<file path="src/hw/rtl/dnpm_pkg.sv">
// Package for the dithered nearest-palette mapper: microcode step and condition
// codes, control word and status types, the microprogram table and constants.
// No dependencies.
package dnpm_pkg;

  localparam logic       CMD_LOAD       = 1'b0;
  localparam logic       CMD_PIXEL      = 1'b1;
  localparam logic [7:0] CELL_MASK      = 8'd248;
  localparam logic [7:0] CELL_HALF      = 8'd4;
  localparam int         DIST_W         = 18;
  localparam int         SQ_W           = 16;
  localparam logic [8:0] PSIZE_RESET    = 9'd256;
  localparam logic       REG_PALETTE_SIZE = 1'b0;

  typedef enum logic [2:0] {
    S_FETCH,
    S_DECODE,
    S_SCAN,
    S_DRAIN,
    S_EMIT
  } step_e;

  typedef enum logic [2:0] {
    C_NO_ITEM,
    C_IS_LOAD,
    C_SCAN_MORE,
    C_PIPE_BUSY,
    C_OUT_BUSY
  } cond_e;

  typedef struct packed {
    logic  in_ready;
    logic  prep;
    logic  load;
    logic  scan;
    logic  emit;
    cond_e cond;
    step_e tgt_t;
    step_e tgt_f;
  } ctl_t;

  typedef struct packed {
    logic item_valid;
    logic is_load;
    logic scan_more;
    logic pipe_busy;
    logic out_busy;
  } stat_t;

  function automatic ctl_t ucode(step_e step);
    ctl_t w;
    w = '{in_ready: 1'b0, prep: 1'b0, load: 1'b0, scan: 1'b0, emit: 1'b0,
          cond: C_NO_ITEM, tgt_t: S_FETCH, tgt_f: S_FETCH};
    unique case (step)
      S_FETCH: begin
        w.in_ready = 1'b1;
        w.cond     = C_NO_ITEM;
        w.tgt_t    = S_FETCH;
        w.tgt_f    = S_DECODE;
      end
      S_DECODE: begin
        w.prep  = 1'b1;
        w.load  = 1'b1;
        w.cond  = C_IS_LOAD;
        w.tgt_t = S_FETCH;
        w.tgt_f = S_SCAN;
      end
      S_SCAN: begin
        w.scan  = 1'b1;
        w.cond  = C_SCAN_MORE;
        w.tgt_t = S_SCAN;
        w.tgt_f = S_DRAIN;
      end
      S_DRAIN: begin
        w.cond  = C_PIPE_BUSY;
        w.tgt_t = S_DRAIN;
        w.tgt_f = S_EMIT;
      end
      S_EMIT: begin
        w.emit  = 1'b1;
        w.cond  = C_OUT_BUSY;
        w.tgt_t = S_EMIT;
        w.tgt_f = S_FETCH;
      end
      default: begin
        w.cond  = C_NO_ITEM;
        w.tgt_t = S_FETCH;
        w.tgt_f = S_FETCH;
      end
    endcase
    return w;
  endfunction

endpackage

</file>
<file path="src/hw/rtl/dnpm_seq.sv">
// Microcode sequencer: step counter, control word lookup and conditional jumps.
// Depends on dnpm_pkg for the step, condition and control word types.
module dnpm_seq (
  input  logic           clk_i,
  input  logic           rst_ni,
  input  dnpm_pkg::stat_t stat_i,
  output dnpm_pkg::ctl_t  ctl_o
);
  import dnpm_pkg::*;

  step_e step_q, step_d;
  ctl_t  ctl;
  logic  taken;

  always_ff @(posedge clk_i or negedge rst_ni) begin
    if (!rst_ni) begin
      step_q <= S_FETCH;
    end else begin
      step_q <= step_d;
    end
  end

  always_comb begin
    ctl = ucode(step_q);
    unique case (ctl.cond)
      C_NO_ITEM:   taken = !stat_i.item_valid;
      C_IS_LOAD:   taken = stat_i.is_load;
      C_SCAN_MORE: taken = stat_i.scan_more;
      C_PIPE_BUSY: taken = stat_i.pipe_busy;
      C_OUT_BUSY:  taken = stat_i.out_busy;
      default:     taken = 1'b0;
    endcase
    step_d = taken ? ctl.tgt_t : ctl.tgt_f;
  end

  assign ctl_o = ctl;

endmodule

</file>
<file path="config.mk">
export PLATFORM = sky130hd
export DESIGN_NAME = dnpm_seq
export DESIGN_NICKNAME = d
export VERILOG_FILES = /design/src/hw/rtl/dnpm_pkg.sv /design/src/hw/rtl/dnpm_seq.sv
export SDC_FILE = /design/constraint.sdc
export NUM_CORES = 1
export LEC_CHECK = 0
export BUFFER_PORTS_ARGS = -buffer_cell sky130_fd_sc_hd__buf_2
export CAP_MARGIN = 15
export CORE_AREA = 2 2 39 41
export CTS_BUF_LIST = sky130_fd_sc_hd__clkbuf_4
export DETAILED_ROUTE_END_ITERATION = 8
export DIE_AREA = 0 0 41 43
export HOLD_SLACK_MARGIN = 0.02
export PLACE_DENSITY = 0.42
export SYNTH_ARGS = -nofsm -noshare
export SYNTH_HDL_FRONTEND = slang
export SYNTH_SLANG_ARGS = --single-unit
</file>
<file path="constraint.sdc">
create_clock -name clk_i -period 3.1 [get_ports clk_i]
set_input_delay 0.31 -clock clk_i [delete_from_list [all_inputs] [get_ports clk_i]]
set_output_delay 0.31 -clock clk_i [all_outputs]
set_load 0.02 [all_outputs]
</file>
==> summary.md <==
| Metric | Value |
|---|---|
| Worst Path Arrival | 1.23 ns |
| Critical path required time | 2.79 ns |
| Clock sink count | 3 |
| Crit path from | step_q[0] |
| Total track usage | 7.44% |
| Clk buf depth | 2 |
| Global-route wire length before repair | 841 um |
| Core region area | 1380 sq um |
| # rows | 14 |
| # fillers | 164 |
| Leak pwr | 0.200 nW |
| Final setup viols | 0 |
| CP Buf/Inv Count | 2 |
| RSZ-0062 raised after global routing | no |
| Post-synth top cells | 5 x buf_4, 4 x nor2b_1, 3 x dfrtp_1, 3 x o21ai_0 |
| Cts hold-fix bufs | 1 |
| Worst Skew | 0.000275 ns |
| Register Area | 75.1 sq um |
| Netlist cell types | 17 |
| Fin cells | 67 |
| Vias | 258 |
| Global route overflow | 0 |
| Synthesized cell area | 253 sq um |
| Least-Margin Pin Slew | 0.350 ns |
| GPL Wtd Cong | 0.603 |
| Logic gate share of total power | 61.0% |
| Cell Chain, Critical Path | nor2b_1, nand2_1, inv_1, buf_2 |
| Startpoint types | flip-flop |
| Final #Nets | 59 |
| Vias per cell | 3.85 |
| Antenna Nets Post-Route | 0 |
| DR WL/cell | 8.64 um |
| R2r startpoint | step_q[0] |
| WL final | 579 um |
| Sequential area share after synthesis | 29.7% |
| Drt drc | 0 |
| Period utilisation layout | 49.8% |
| Layout cells sized above 1 | 49.0% |
| Ys async rst share | 100% |
| DRT iter0 DRCs | 1 |
| Initial antenna violation count | 0 |
| Reg power frac | 21.7% |
| VDD IR max | 0.366 mV |
| Crit path max-delay cell type | dfrtp_1 |
| DP Cell Count | 62 |
| CP max FO | 8 |
| EDFF count, synth | 0 |
| Worst setup EP type | output pin |
| Ranking of synthesized cells by area | dfrtp_1 30%, buf_4 15%, nor2b_1 9.9% |
| Design Power | 0.433 mW |
| Synthesized Nets | 40 |
| Power density cells | 1210 nW/um^2 |
| Hold Vio Cnt, Final | 0 |
| Largest delay share family, worst path | flip-flops |
| Worst setup path class | flip-flop to output pin |
| Dpl cell area | 319 sq um |
| Mapped Cells | 33 |
| Worst Hold Launch | stat_i[0] |
| Relative slew slack | 76.6% |
| Clock Power Share | 17.4% |
| N_diodes | 0 |
| Switching portion of total power | 51.9% |
| Clock root buffer master | clkbuf_4 |
| Clock transition at the registers of the reported paths | 0.03 ns |
| TNS Setup | 0 ns |
| NetSw | 0.225 mW |
| Post-Syn Area per Cell | 7.66 sq um |
| Largest registers | step_q: 3 flops |
| Min-delay worst type | input pin to flip-flop |
| Max Cap Viol | 0 |
| TritonCTS clock tree | built |
| Area Overhead vs Synth | 42.1% |
| Worst skew pair latency | 0.23 ns |
| Max FFs per register | 3 |
| Area occupied by multi-input gates | 116 sq um |
| Final Max Slew Viols | 0 |
| Count leader, synth | buf_4 |
| FF+latch count, synth | 3 |
| Detailed Routing Iterations Pass 1 | 2 |
| Vias in the first global route | 228 |
| Fin crit period | 1.54 ns |
| Post-synth top flop | dfrtp_1 |
| Num CTS Buffers | 3 |
| Fmax | 0.648 GHz |
| Largest Register | step_q |
| Total die area | 1760 sq um |
| Htree depth | 1 |
| Synthesis Warnings | 0 |
| Yosys top cell area share | 29.7% |
| Final Instance Area | 359 sq um |
| Number of post-CTS setup repair buffers | 0 |
| Starting Density | 18.3% |
| Die width | 41 um |
| Status | complete, no violations |
| Port Buffers | 20 |
| Post-DP HPWL | 459 um |
| Largest net degree at the start of global routing | 14 |
| Dpl ws | 1.79 ns |
| Die Y | 43 um |
| Synth area leader | dfrtp_1 |
| Final WS setup | 1.56 ns |
| Num ports | 21 |
| Internal power | 0.208 mW |
| CP peak stage delay | 0.49 ns |
| PostCTS Resize Cnt | 0 |
[cell families after synthesis]
family | Yosys count | synth area share [%]
AO/OA/AOI/OAI | 5 | 9.90
XOR/XNOR | 1 | 3.47
buffers and inverters | 9 | 24.3
flip-flops | 3 | 29.7
AND/OR/NAND/NOR | 15 | 32.7
[power by group through the flow]
stage	Sequential (mW)	Clock [mW]	Combinational, mW
floorplan	0.0613	0	0.255
global placement	0.0929	0	0.266
detailed placement	0.0944	0	0.267
CTS	0.0938	0.0797	0.268
global route	0.0990	0.0841	0.293
finish	0.0937	0.0752	0.264
[through the flow]
step	utilization, %	hold slack (ns)
2_1_floorplan	-	0.0144
3_3_place_gp	23.1	0.110
3_5_place_dp	23.1	0.108
4_1_cts	25.9	0.307
5_1_grt	25.9	0.319
6_report	25.9	0.309
[final cells by class]
cell class                      count  area share (%)
Timing Repair Buffer               21            30.7
Clock buffer                        4            8.36
Sequential cell                     3            20.9
Tap cell                           16            5.57
Inverter                            2            2.09
Multi-Input combinational cell     21            32.4
[worst reg2reg max path: cells and delay by family, from the launching register on]
family | cells | cell delay (ns)
compound gates | 1 | 0.16
buf+inv | 1 | 0.08
simple gates | 1 | 0.38
flops | 1 | 0.49
[path summary, 6_finish.rpt]
kind	end	depth (start not counted)	slack [ns]
worst min-delay path	step_q[2]	3	0.31
max in group asynchronous	step_q[1]	2	2.59
worst max-delay path	ctl_o[2]	4	1.56
min in group asynchronous	step_q[2]	2	0.40
worst max register to register	step_q[1]	3	1.92
worst min register to register	step_q[0]	1	0.61
[layer usage]
metal / vias up / wire [um] / GRT usage (%)
met2: 13 / 264 / 11.6
met5: - / 0 / 0
met3: 0 / 55 / 1.57
met1: 108 / 258 / 7.12
met4: 0 / 0 / 8.00
li1: 137 / - / -
[placed cells by master (no fill, tap or decap)]
cell type	synthesis	final
nor2_1	2	2
nor2b_1	4	4
nor3b_1	2	2
o21ai_0	3	3
clkbuf_4	0	4
nand3_1	1	1
inv_2	1	1
and2_1	1	1
a21oi_1	2	2
xnor2_1	1	1
buf_2	1	20
nand2_1	2	2
inv_1	1	1
nor3_1	2	2
dlygate4sd3_1	0	1
or3_1	1	1
dfrtp_1	3	3
No activity file was read; power rests on OpenSTA's default activity.
